--- config.mk ---
export PLATFORM = sky130hd
export DESIGN_NAME = hcsf_fifo
export DESIGN_NICKNAME = d
export VERILOG_FILES = /design/src/design/hcsf_pkg.sv /design/src/design/hcsf_fifo.sv
export SDC_FILE = /design/constraint.sdc
export NUM_CORES = 1
export LEC_CHECK = 0
export BUFFER_PORTS_ARGS = -buffer_cell sky130_fd_sc_hd__buf_2
export CORE_MARGIN = 2
export CORE_UTILIZATION = 28
export CTS_CLUSTER_DIAMETER = 50
export CTS_CLUSTER_SIZE = 10
export DETAILED_ROUTE_END_ITERATION = 10
export PLACE_DENSITY_LB_ADDON = 0.12
export SLEW_MARGIN = 20
export SYNTH_ARGS = -nofsm -noshare
export SYNTH_HDL_FRONTEND = slang
export SYNTH_SLANG_ARGS = --single-unit
--- constraint.sdc ---
create_clock -name clk_i -period 5.6 [get_ports clk_i]
set_input_delay 1.12 -clock clk_i [delete_from_list [all_inputs] [get_ports clk_i]]
set_output_delay 1.12 -clock clk_i [all_outputs]
set_load 0.01 [all_outputs]
--- src/design/hcsf_pkg.sv ---
`timescale 1ns / 1ps
package hcsf_pkg;

  localparam int H_W         = 32;
  localparam int SUM_W       = 34;
  localparam int MAG_W       = 34;
  localparam int HALF_W      = 17;
  localparam int PP_W        = 2 * HALF_W;
  localparam int SQR_W       = 68;
  localparam int X1_W        = 78;
  localparam int X1_SH       = 18;
  localparam int X2_SH       = 30;
  localparam int SQ_IN_W     = 98;
  localparam int SQ_STAGES   = 49;
  localparam int ROOT_W      = 49;
  localparam int REM_W       = 51;
  localparam int SLOPE_W     = 24;
  localparam int DIV_STAGES  = 24;
  localparam int FALL_Q_W    = 15;
  localparam int NUM_W       = 64;
  localparam int NUM_SH      = NUM_W - MAG_W;
  localparam int FALL_W      = 16;
  localparam int CS_W        = 16;
  localparam int DIR_LIM_W   = 15;
  localparam int MICRO_W     = 20;
  localparam int BIG_W       = DIR_LIM_W + MICRO_W;
  localparam int THR_W       = 2 * CS_W + 2;
  localparam int CORNERS     = 4;
  localparam int FIFO_DEPTH  = 4;
  localparam int FIFO_AW     = 2;
  localparam int FIFO_CW     = 3;
  localparam int IN_TDATA_W  = 136;
  localparam int OUT_TDATA_W = 64;
  localparam int OUT_USED_W  = SLOPE_W + 1 + 2 * FALL_W;

  localparam logic [CS_W-1:0]    CS_RESET     = 16'd1600;
  localparam logic [MICRO_W-1:0] MICRO        = 20'd1000000;
  localparam logic [SLOPE_W-1:0] SLOPE_MAX    = 24'hFFFFFF;
  localparam logic [FALL_W-1:0]  FALL_FULL    = 16'h8000;
  localparam logic [FALL_W-1:0]  FALL_POS_MAX = 16'h7FFF;

  typedef struct packed {
    logic signed [H_W-1:0] h00;
    logic signed [H_W-1:0] h10;
    logic signed [H_W-1:0] h01;
    logic signed [H_W-1:0] h11;
    logic [CORNERS-1:0]    corner_invalid;
    logic                  in_green;
  } hcsf_in_t;

  typedef struct packed {
    logic             inv;
    logic             green;
    logic             sx_neg;
    logic             sy_neg;
    logic [MAG_W-1:0] ux;
    logic [MAG_W-1:0] uy;
    logic [SQR_W-1:0] s2;
  } hcsf_cell_t;

  typedef struct packed {
    logic full;
    logic empty;
  } hcsf_fifo_st_t;

  typedef struct packed {
    logic                     in_green;
    logic [SLOPE_W-1:0]       slope;
    logic                     has_dir;
    logic signed [FALL_W-1:0] fall_x;
    logic signed [FALL_W-1:0] fall_y;
  } hcsf_out_t;

endpackage

--- src/design/hcsf_fifo.sv ---
`timescale 1ns / 1ps
module hcsf_fifo (
  input  logic                    clk_i,
  input  logic                    rst_ni,
  input  logic                    push_i,
  input  hcsf_pkg::hcsf_cell_t    cell_i,
  input  logic                    pop_i,
  output hcsf_pkg::hcsf_cell_t    cell_o,
  output hcsf_pkg::hcsf_fifo_st_t st_o
);
  import hcsf_pkg::*;

  hcsf_cell_t mem_q [FIFO_DEPTH];
  logic [FIFO_AW-1:0] wr_q, rd_q;
  logic [FIFO_CW-1:0] cnt_q, cnt_d;

  assign st_o.full  = (cnt_q == FIFO_CW'(FIFO_DEPTH));
  assign st_o.empty = (cnt_q == '0);
  assign cell_o     = mem_q[rd_q];
  assign cnt_d      = FIFO_CW'(cnt_q + FIFO_CW'(push_i) - FIFO_CW'(pop_i));

  always_ff @(posedge clk_i or negedge rst_ni) begin
    if (!rst_ni) begin
      wr_q  <= '0;
      rd_q  <= '0;
      cnt_q <= '0;
    end else begin
      if (push_i) wr_q <= FIFO_AW'(wr_q + 1'b1);
      if (pop_i)  rd_q <= FIFO_AW'(rd_q + 1'b1);
      cnt_q <= cnt_d;
    end
  end

  always_ff @(posedge clk_i) begin
    if (push_i) begin
      mem_q[wr_q] <= cell_i;
    end
  end

  a_no_overflow: assert property (@(posedge clk_i) disable iff (!rst_ni)
    push_i |-> (!st_o.full || pop_i))
    else $error("fifo push while full");
  a_no_underflow: assert property (@(posedge clk_i) disable iff (!rst_ni)
    pop_i |-> !st_o.empty)
    else $error("fifo pop while empty");
  a_cnt_range: assert property (@(posedge clk_i) disable iff (!rst_ni)
    cnt_q <= FIFO_CW'(FIFO_DEPTH))
    else $error("fifo count out of range");

endmodule

Yosys cells after proc, flatten, opt, wreduce, memory -nomap -nowiden
Memory sizes are Yosys's and may differ from the RTL's.
Cells that the tools add are included.
- memories kept: 1
- RAM bits: 560
- register bits: 7
- memories (name ; depth ; width ; rd ports ; clocked after Yosys merged registers in ; write ports ; RTL line ; RTL):
    mem_q ; 4 ; 140 ; 1 ; 0 ; 1 ; hcsf_fifo.sv:13 ; hcsf_cell_t mem_q [FIFO_DEPTH];
- equal/unequal tests: 1
- mux-type cells: 2
- reduce and logical (&&, ||, !) cells: 1
- add/subtract/negate cells: 4
- operators with widths (kind ; count):
    $add A2 B1 Y2 const B ; 2
    $add A3 B1 Y3 ; 1
    $eq A3 B3 Y1 const B ; 1
    $logic_not A3 Y1 ; 1
    $sub A3 B1 Y3 ; 1
    $mux W1 ; 2

Depth between registers and ports, before layout
- depth after elaboration: 2
- depth in mapped cells: 6
- depth with buffers taken out: 6

Worst setup path before layout
No wires, ideal clock.
- path type: in2reg
- start: input port push_i
- end: memory mem_q[1][0] (netlist bit) (enable)
- buffers on the path: 0
- data required time: 5.084 ns
- arrival time: 4.320 ns
- library setup time: 0.516 ns
- slack: 0.764 ns
- stages on the path: 1
- cell sequence: and2_1
- word-level cells in the longest chain between the ends: 2
- RTL lines (what ; RTL line ; RTL):
    start, declared ; hcsf_fifo.sv:5 ; input logic push_i,
    $mux W1 ; hcsf_fifo.sv:35 ; if (push_i) begin
    $mux W1 (not written as such) ; hcsf_fifo.sv:36 ; mem_q[wr_q] <= cell_i;
    end, declared ; hcsf_fifo.sv:13 ;
Every way passes these cells.

==> summary.txt <==
Floorplanning
  • Core area: 72830 um^2
  • IO Pins: 286
  • Starting Density: 28.24%
  • DIE AREA: 75650 um^2
  • Chip Width: 275.1 um
  • Die H: 275.1 um
  • FP Rows: 99

GRT
  • GRT overflow: 0
  • First-pass GRT wire length: 67700 um
  • Met1 usage: 15.21%
  • Overall Global Routing Usage: 12.19%
  • GRT Max-Usage Layer: met2
  • Vias in the first global route: 10.24k
  • Met3 global-route usage: 4.233%
  • Largest net degree at the start of global routing: 82
  • GR Util met2: 19.56%
  • Initial antenna violation count: 11

Detailed routing
  • Routed len/inst: 21.58 um
  • Via Count: 9365
  • Vias per cell: 4.399
  • DRC violations left: 0
  • WL final: 45940 um
  • DRT Pass-1 Iters: 4
  • DRT antenna net count: 0
  • DRT iter0 DRCs: 555

Power and ir drop
  • Net Switching: 4171 uW
  • Seq pwr share: 40.2%
  • Max VDD drop: 0.0002767 V
  • Switching Share: 28.75%
  • LEAKAGE: 0.008767 uW
  • Comb pwr share: 25.5%
  • Cell-internal power: 10340 uW
  • Pwr per Cell Area: 560.7 nW/um^2
  • Clk pwr share: 34.3%

Timing
  • Min Tclk post-route: 3.776 ns
  • Worst Max-Slew Pin Slew: 1.028 ns
  • Tcrit/Tclk final: 67.42%
  • Final Slew Violations: 0
  • Max Fclk: 264.9 MHz
  • Endpoints failing hold: 0
  • Setup TNS: 0 ns
  • WHS: 0.3386 ns
  • Slew headroom: 31.44%
  • Clock Skews: 0.02472 ns
  • Endpoints failing setup: 0
  • RSZ-0062 raised after global routing: false

Setup path
  • Critical-path cell list: buf_4, mux4_2, buf_2
  • Critical path data required time: 4.48 ns
  • R2R cell count: 4
  • Crit path kind: flop to primary output
  • Startpoint types: flop
  • Max incr delay on CP: 0.94 ns
  • Slowest stage cell, crit path: dfrtp_4
  • RR Startpoint: wr_q[1]
  • Critical path depth: 3
  • Worst Path Buf+Inv: 2
  • Crit-path max FO: 43
  • Reg2Reg Setup Slack: 3.35 ns
  • Crit path DAT: 2.66 ns
  • Family with the most delay on the worst path: flip-flops
  • Worst setup EP type: primary output
  • Reg2reg end: mem_q[1][40]

Final layout
  • Final nets: 1269
  • Fin util: 35.52%
  • Area growth, synth to finish: 25.78%
  • Fraction of layout cells with a size suffix above 1: 47.95%

CTS
  • CTS tree: yes
  • # hold bufs at CTS: 0
  • Worst-case clock buffer depth: 3
  • CTS Buf Count: 80
  • Sink Count: 567
  • Post-cts resize count: 0
  • Worst-Skew Late Latency: 0.61 ns
  • Setup bufs post-CTS: 0
  • # H-tree levels: 3
  • Clock-pin slew on the worst setup and hold paths: 0.05 ns
  • CTS root buffer: clkbuf_16

Yosys
  • Synth unique cells: 16
  • Synthesized area per cell: 26.86 um^2
  • Syn_nets: 917
  • Synthesized instance count: 766
  • Yosys warnings: 0
  • Sequential area share after synthesis: 82.60%
  • Synth Register Bits: 567
  • Syn Std Cell Area: 20570 um^2

Flow run
  • Max-Cap Viols: 0

Placed design
  • Final GP Congestion: 0.6859
  • Port-buffer cells: 285
  • Post-DP HPWL: 26980 um

Hold path
  • Class of the tightest hold or removal check: primary input to async pin

Run status
  • Status: finished, final reports clean
## synthesized netlist by cell type
| library cell | instances | area, um^2 |
|---|---|---|
| nand2_1 | 2 | 7.510 |
| xnor2_1 | 2 | 17.52 |
| and2_1 | 4 | 25.02 |
| edfxtp_1 | 560 | 16820 |
| dfrtp_1 | 7 | 175.2 |
| ha_1 | 6 | 75.07 |
| mux4_2 | 140 | 3153 |
| nor3_1 | 1 | 5.000 |
| clkbuf_1 | 5 | 18.77 |
| o21ai_0 | 1 | 5.000 |
| and3_1 | 1 | 6.260 |
| fa_1 | 1 | 20.02 |
| xor2_1 | 3 | 26.28 |
| inv_1 | 6 | 22.52 |
| buf_6 | 10 | 112.6 |
| buf_2 | 17 | 85.08 |
## worst reg2reg max path, cell delays in order (launching register included)
cell and delay, ns:
dfrtp_1 0.40, inv_1 0.10, ha_1 0.14, and2_4 0.79, buf_12 0.40
## layout by cell type, fill, tap and decap left out, types with 8 or more instances in the layout
cell,Yosys,final
clkinv_1,0,12
clkinv_2,0,8
clkbuf_16,0,81
buf_4,0,8
bufinv_16,0,10
buf_12,0,9
buf_2,17,285
clkbuf_1,5,8
edfxtp_1,560,560
mux4_2,140,140
## metal layers
| layer | up-vias | part of all wire, % |
|---|---|---|
| met2 | 239 | 48 |
| li1 | 4042 | - |
| met4 | 18 | 2.7 |
| met3 | 103 | 7.2 |
| met5 | - | 0.24 |
| met1 | 4963 | 41 |
## worst max-delay path by stage
stage,from,endpoint,slack (ns)
floorplan,push_i,mem_q[1][0],0.76
global placement,rd_q[1],cell_o[39],2.37
detailed placement,rd_q[1],cell_o[92],2.37
CTS,rd_q[1],cell_o[92],1.68
global route,rd_q[1],cell_o[92],1.67
finish,rd_q[1],cell_o[92],1.82
## registers in the layout (all words and copies together), names as in the netlist
| register | count |
|---|---|
| cnt_q | 3 |
| mem_q | 560 |
| rd_q | 2 |
| wr_q | 2 |
## logic make-up after synthesis
| kind of cell | count (synthesis) | share of synthesized area, % |
|---|---|---|
| adders and majority gates | 7 | 0.4623 |
| DFF | 567 | 82.60 |
| and+or+nand+nor | 8 | 0.2129 |
| xor gates and xnor gates | 5 | 0.2129 |
| buffers and inverters | 38 | 1.162 |
| AOI/OAI and AO/OA | 1 | 0.02431 |
| muxes | 140 | 15.33 |
## stage by stage
step | power, uW | std cells | worst slack (ns) | instance area (um^2)
finish | 14510 | 2129 | 1.824 | 25870
global route | 15260 | 2129 | 1.666 | 25870
CTS | 14880 | 2127 | 1.680 | 25870
detailed placement | 9824 | 1995 | 2.370 | 23240
global placement | 9805 | 1995 | 2.370 | 23240
floorplan | 8279 | 766 | 0.7641 | 20570
## power by group through the flow
| stage | Sequential, uW | Clock [uW] | Combinational (uW) |
|---|---|---|---|
| finish | 5840 | 4970 | 3700 |
| CTS | 5860 | 5130 | 3890 |
| global placement | 5930 | 0 | 3880 |
| floorplan | 5850 | 0 | 2430 |
| detailed placement | 5940 | 0 | 3880 |
| global route | 5920 | 5300 | 4040 |
## area by class of cell
| cell class | count | area, um^2 |
|---|---|---|
| sequential | 567 | 17000 |
| clock inverter | 43 | 573.1 |
| inverter | 6 | 22.52 |
| multi-input combinational | 161 | 3351 |
| fill | 6781 | 46960 |
| tap | 959 | 1200 |
| timing repair buffer | 302 | 1667 |
| antenna | 2 | 5.005 |
| clock buffer | 89 | 2057 |
No activity file was read; power rests on OpenSTA's default activity.
