[config.mk]
export PLATFORM = sky130hd
export DESIGN_NAME = hcsf_front
export DESIGN_NICKNAME = d
export VERILOG_FILES = /design/src/design/hcsf_pkg.sv /design/src/design/hcsf_front.sv
export SDC_FILE = /design/constraint.sdc
export NUM_CORES = 2
export LEC_CHECK = 0
export CAP_MARGIN = 20
export CORE_UTILIZATION = 52
export DETAILED_ROUTE_END_ITERATION = 12
export DONT_BUFFER_PORTS = 1
export PLACE_DENSITY = 0.71
export SETUP_SLACK_MARGIN = 0.05
export SLEW_MARGIN = 10
export SYNTH_ARGS = -nofsm -noshare
export SYNTH_HDL_FRONTEND = slang
export SYNTH_SLANG_ARGS = --single-unit
[constraint.sdc]
create_clock -name clk_i -period 28.7 [get_ports clk_i]
set_input_delay 7.175 -clock clk_i [delete_from_list [all_inputs] [get_ports clk_i]]
set_output_delay 7.175 -clock clk_i [all_outputs]
set_load 0.01 [all_outputs]
[src/design/hcsf_pkg.sv]
`timescale 1ns / 1ps
package hcsf_pkg;

  localparam int H_W         = 32;
  localparam int SUM_W       = 34;
  localparam int MAG_W       = 34;
  localparam int HALF_W      = 17;
  localparam int PP_W        = 2 * HALF_W;
  localparam int SQR_W       = 68;
  localparam int X1_W        = 78;
  localparam int X1_SH       = 18;
  localparam int X2_SH       = 30;
  localparam int SQ_IN_W     = 98;
  localparam int SQ_STAGES   = 49;
  localparam int ROOT_W      = 49;
  localparam int REM_W       = 51;
  localparam int SLOPE_W     = 24;
  localparam int DIV_STAGES  = 24;
  localparam int FALL_Q_W    = 15;
  localparam int NUM_W       = 64;
  localparam int NUM_SH      = NUM_W - MAG_W;
  localparam int FALL_W      = 16;
  localparam int CS_W        = 16;
  localparam int DIR_LIM_W   = 15;
  localparam int MICRO_W     = 20;
  localparam int BIG_W       = DIR_LIM_W + MICRO_W;
  localparam int THR_W       = 2 * CS_W + 2;
  localparam int CORNERS     = 4;
  localparam int FIFO_DEPTH  = 4;
  localparam int FIFO_AW     = 2;
  localparam int FIFO_CW     = 3;
  localparam int IN_TDATA_W  = 136;
  localparam int OUT_TDATA_W = 64;
  localparam int OUT_USED_W  = SLOPE_W + 1 + 2 * FALL_W;

  localparam logic [CS_W-1:0]    CS_RESET     = 16'd1600;
  localparam logic [MICRO_W-1:0] MICRO        = 20'd1000000;
  localparam logic [SLOPE_W-1:0] SLOPE_MAX    = 24'hFFFFFF;
  localparam logic [FALL_W-1:0]  FALL_FULL    = 16'h8000;
  localparam logic [FALL_W-1:0]  FALL_POS_MAX = 16'h7FFF;

  typedef struct packed {
    logic signed [H_W-1:0] h00;
    logic signed [H_W-1:0] h10;
    logic signed [H_W-1:0] h01;
    logic signed [H_W-1:0] h11;
    logic [CORNERS-1:0]    corner_invalid;
    logic                  in_green;
  } hcsf_in_t;

  typedef struct packed {
    logic             inv;
    logic             green;
    logic             sx_neg;
    logic             sy_neg;
    logic [MAG_W-1:0] ux;
    logic [MAG_W-1:0] uy;
    logic [SQR_W-1:0] s2;
  } hcsf_cell_t;

  typedef struct packed {
    logic full;
    logic empty;
  } hcsf_fifo_st_t;

  typedef struct packed {
    logic                     in_green;
    logic [SLOPE_W-1:0]       slope;
    logic                     has_dir;
    logic signed [FALL_W-1:0] fall_x;
    logic signed [FALL_W-1:0] fall_y;
  } hcsf_out_t;

endpackage

[src/design/hcsf_front.sv]
`timescale 1ns / 1ps
module hcsf_front (
  input  logic                  clk_i,
  input  logic                  rst_ni,
  input  logic                  in_valid_i,
  output logic                  in_ready_o,
  input  hcsf_pkg::hcsf_in_t    in_i,
  input  hcsf_pkg::hcsf_fifo_st_t fifo_st_i,
  output logic                  push_o,
  output hcsf_pkg::hcsf_cell_t  cell_o
);
  import hcsf_pkg::*;

  logic en;
  logic [4:0] v_q;

  logic signed [SUM_W-1:0] sx0_q, sy0_q;
  logic inv0_q, green0_q;

  logic [MAG_W-1:0] ux1_q, uy1_q, ux2_q, uy2_q, ux3_q, uy3_q, ux4_q, uy4_q;
  logic [3:0] fl1_q, fl2_q, fl3_q, fl4_q;

  logic [PP_W-1:0] xhh2_q, xhl2_q, xll2_q, yhh2_q, yhl2_q, yll2_q;
  logic [SQR_W-1:0] xsq3_q, ysq3_q, s2_4_q;

  logic signed [SUM_W-1:0] sx_d, sy_d;

  assign en         = !v_q[4] || !fifo_st_i.full;
  assign in_ready_o = en;
  assign push_o     = v_q[4] && !fifo_st_i.full;

  assign sx_d = (SUM_W'(in_i.h10) + SUM_W'(in_i.h11)) - (SUM_W'(in_i.h00) + SUM_W'(in_i.h01));
  assign sy_d = (SUM_W'(in_i.h01) + SUM_W'(in_i.h11)) - (SUM_W'(in_i.h00) + SUM_W'(in_i.h10));

  always_ff @(posedge clk_i or negedge rst_ni) begin
    if (!rst_ni) begin
      v_q <= '0;
    end else if (en) begin
      v_q <= {v_q[3:0], in_valid_i};
    end
  end

  // flags: {inv, green, sx_neg, sy_neg}
  always_ff @(posedge clk_i) begin
    if (en) begin
      sx0_q    <= sx_d;
      sy0_q    <= sy_d;
      inv0_q   <= |in_i.corner_invalid;
      green0_q <= in_i.in_green;

      ux1_q <= MAG_W'(sx0_q[SUM_W-1] ? -sx0_q : sx0_q);
      uy1_q <= MAG_W'(sy0_q[SUM_W-1] ? -sy0_q : sy0_q);
      fl1_q <= {inv0_q, green0_q, sx0_q[SUM_W-1], sy0_q[SUM_W-1]};

      xhh2_q <= PP_W'(ux1_q[MAG_W-1:HALF_W]) * PP_W'(ux1_q[MAG_W-1:HALF_W]);
      xhl2_q <= PP_W'(ux1_q[MAG_W-1:HALF_W]) * PP_W'(ux1_q[HALF_W-1:0]);
      xll2_q <= PP_W'(ux1_q[HALF_W-1:0]) * PP_W'(ux1_q[HALF_W-1:0]);
      yhh2_q <= PP_W'(uy1_q[MAG_W-1:HALF_W]) * PP_W'(uy1_q[MAG_W-1:HALF_W]);
      yhl2_q <= PP_W'(uy1_q[MAG_W-1:HALF_W]) * PP_W'(uy1_q[HALF_W-1:0]);
      yll2_q <= PP_W'(uy1_q[HALF_W-1:0]) * PP_W'(uy1_q[HALF_W-1:0]);
      ux2_q  <= ux1_q;
      uy2_q  <= uy1_q;
      fl2_q  <= fl1_q;

      xsq3_q <= (SQR_W'(xhh2_q) << PP_W) + (SQR_W'(xhl2_q) << (HALF_W + 1)) + SQR_W'(xll2_q);
      ysq3_q <= (SQR_W'(yhh2_q) << PP_W) + (SQR_W'(yhl2_q) << (HALF_W + 1)) + SQR_W'(yll2_q);
      ux3_q  <= ux2_q;
      uy3_q  <= uy2_q;
      fl3_q  <= fl2_q;

      s2_4_q <= xsq3_q + ysq3_q;
      ux4_q  <= ux3_q;
      uy4_q  <= uy3_q;
      fl4_q  <= fl3_q;
    end
  end

  always_comb begin
    cell_o.inv    = fl4_q[3];
    cell_o.green  = fl4_q[2];
    cell_o.sx_neg = fl4_q[1];
    cell_o.sy_neg = fl4_q[0];
    cell_o.ux     = ux4_q;
    cell_o.uy     = uy4_q;
    cell_o.s2     = s2_4_q;
  end

endmodule

Word-level counts from Yosys, hierarchy flattened --
Index checks and enable logic that the tools add are counted.
Operators by class: add/sub/neg operators 13, multiply operators 6, mux-type cells 2, reductions and logical operators 5
Operator list (count):
- $mul 17x17->34 | 6
- $add 68x34->68 | 2
- $add 68x52->68 | 2
- $add 32x32->33 | 4
- $add 68x68->68 | 1
- $neg 34->34 | 2
- $sub 33x33->34 | 2
- $mux 33 | 2
- $reduce_or 4->1 | 1
- $logic_not 1->1 | 2
- $logic_and 1x1->1 | 1
- $logic_or 1x1->1 | 1
Word-level totals: flip-flop bits (word level) 771, logic and storage cells 54

Depth between registers and ports, before layout --
depth after elaboration 2, depth in mapped cells 29, gate-level depth less buffers 27

Least setup slack after synthesis --
OpenSTA, ideal clock, no wires.
path type input -> output, start point in fifo_st_i[1] (netlist bit), end point out in_ready_o, arrival time 23143 ps, data required time 21525 ps, slack -1618 ps, stages 1, cell sequence nand2_1
Between the ends: longest elaborated chain between the ends 2
Ends and longest elaborated chain:
- from (decl) | RTL line hcsf_front.sv:8 | input hcsf_pkg::hcsf_fifo_st_t fifo_st_i,
- $logic_not 1->1 | RTL line hcsf_front.sv:28 | assign en = !v_q[4] || !fifo_st_i.full;
- $logic_or 1x1->1 | RTL line hcsf_front.sv:28
- to (decl) | RTL line hcsf_front.sv:6 | output logic in_ready_o,
No other way between the ends.

Worst setup path after layout --
Same ends and word-level chain as after synthesis.

==> impl_metrics.tcl <==
set metrics [dict create \
    drive_gt1_share_pct 3.24 \
    synth_top_area_share_pct 30.4 \
    grt_antenna_before_repair 5 \
    status "completed" \
    cp.required_ns 21.52 \
    ys_seq_area_share_pct 25.8 \
    crit_end "in_ready_o" \
    synth.avg_cell_area_um2 10.4 \
    crit_fanout 31 \
    overflow 0 \
    numCtsBuffers 88 \
    biggestRegsByFlops "s2_4_q: 68 flops, xsq3_q: 66 flops, ysq3_q: 66 flops" \
    ff2ff_setup_slack_ns 20.00 \
    yosysTopAreaCell "fa_1" \
    dpl.hpwl_um 163000 \
    cts_tree "built" \
    drc 0 \
    crit_arrival_ns 7.48 \
    rows 150 \
    fin_nets 10700 \
    synth_edf_count 754 \
    dr.first_iter.drc_count 3600 \
    gp_congestion 0.935 \
    cp.buffers_inverters 0 \
    ys.flop_type "edfxtp_1" \
    rsz0062_at_grt "no" \
    largest_reg_flops 68 \
    cts_hold_buf 0 \
    clock_sinks 759 \
    crit_chain "nand2_8" \
    dr.pass1.iters 9 \
    hold_viol 0 \
    yosysWarnings 0 \
    min_from "ux3_q[28]" \
    initial_core_util_pct 52.6 \
    cts_setup_buffers 0 \
    antenna_left 0 \
    wl_per_cell_um 20.0 \
    synth-seq-cells 759 \
    ctsResizeCount 0 \
    end_kind "output port" \
    fin_crit_sh_pct 51.1 \
    synth_area_leaders "fa_1 (30%), edfxtp_1 (26%), ha_1 (12%), inv_1 (8.0%), xnor2_1 (3.6%)" \
    ys_types 73 \
    clock_skew_ns 0.0783 \
    num_vias 58300 \
    crit_family "simple AND/OR/NAND/NOR gates" \
    cts-htree-levels 3 \
    setup_tns_ns 0 \
    die_w_um 414 \
    max_cap_viol_count 0 \
    fp.coreArea_um2 168000 \
    synth_common_cells "inv_1 (1,871), fa_1 (1,341), ha_1 (857), nand2_1 (819), edfxtp_1 (754)" \
    grt_max_degree 173 \
    cpMaxStageDelayCell "nand2_8" \
    slew-limit-headroom_pct 19.4 \
    syn_area_um2 88200 \
    grtUsageTotal_pct 25.6 \
    reg2regPathDepth 24 \
    drv_slew 0 \
    setup_viol 0 \
    clock.fmax_ghz 0.0682 \
    boundaryPins 280 \
    areaGrowthSynthToFinish_pct 6.05 \
    cts-root-buf "clkbuf_16" \
    synth_most_common_cell "inv_1" \
    die_h_um 414 \
    cp.depth 1 \
    async_flop_share_pct 0.659 \
    hp-class "reg2reg" \
    cts.clk_slew.worst_paths_ns 0.06 \
    tightest_slew_ns 1.18 \
    netlist_instances 8466 \
    via_per_inst 5.47 \
    worstSkewPairLatency_ns 0.78 \
    r2r-end "yhl2_q[32]" \
    totalWireLength_um 213000 \
    largest-register "s2_4_q" \
    clk_path_buf_depth 3 \
    crit_path_start_kind "input port" \
    portBuffers 0 \
    dieArea_um2 171000 \
    max_stage_delay_ns 0.28 \
    r2r-start "uy1_q[24]" \
    whs_ns 0.404 \
    criticalPathCategory "in2out" \
    synth_nets 10800 \
    grt_pass1_vias 61800 \
    crit_path_start "fifo_st_i[1]" \
    min_period_ns 14.66 \
    grt_pass1_wl_um 338000 \
]
through the flow:
stage	setup slack, ns	cells	utilization, %	cell area [µm²]
detailed placement	14.03	10500	54.1	90700
CTS	14.03	10700	55.8	93600
finish	14.04	10700	55.8	93600
global route	14.02	10700	55.8	93600
floorplan	5.40	8466	-	88300
global placement	14.04	10500	54.1	90700
cell type report:
cell class / count / area [µm²]
multi-input cells: 5587 / 57500
repair buffers: 83 / 641
clock buffers: 92 / 2220
fillers: 14500 / 74200
flip-flops and latches: 759 / 22800
diodes: 2 / 5.00
clock inverters: 63 / 624
well taps: 2204 / 2760
inverters: 1874 / 7030
cell usage in the layout (no fill, tap or decap), drive strengths merged, types with 7 or more instances in the layout:
cell type	synthesis	routed
inv	1871	1881
and2	440	440
fa	1341	1341
nand2	819	819
a21o	181	181
o211ai	8	8
xor2	135	135
nand4	55	55
buf	2	82
or4	12	12
o21bai	55	55
nand3	61	61
nor2	231	231
clkbuf	244	92
mux2	8	8
a211oi	29	29
a21oi	317	317
a21boi	19	19
nor3	35	35
clkinv	3	38
o21ai	191	191
o31ai	31	31
clkinvlp	0	13
nor4	13	13
or3	15	15
o41ai	18	18
nor3b	9	9
nor2b	60	60
ha	857	857
or2	24	24
and3	33	33
nand2b	57	57
a31oi	33	33
a2111oi	7	7
o21a	45	45
xnor2	363	363
edfxtp	754	754
logic make-up (layout without fill, tap and decap cells):
family	count (synthesis)	in the layout	synth area share (%)
flip-flops	759	759	25.8
adder cells (fa/ha/maj)	2198	2198	42.6
XOR/XNOR	498	498	4.94
other	0	2	0
AND/OR/NAND/NOR	1872	1872	10.3
multiplexers	8	8	0.102
AO/OA/AOI/OAI	1011	1011	7.32
buffers and inverters	2120	2112	9.02
metal layers:
layer  global-route usage (%)  routed length, µm
met5                        0                 13
met4                     10.8               9390
met3                     4.36              13500
met2                     44.1             106000
met1                     31.8              84900
worst min path at each step:
stage / slack (ns) / cells past startpoint / to
after CTS: 0.40 / 0 / ux4_q[28]
final: 0.40 / 0 / ux4_q[28]
after global routing: 0.41 / 0 / ux4_q[28]
after floorplan: 0.40 / 0 / fl1_q[2]
after global placement: 0.40 / 0 / ux4_q[2]
after detailed placement: 0.40 / 0 / fl2_q[2]
Power is not shown: default switching activity piles up to over one toggle a cycle in this logic, so the estimate is an artifact.
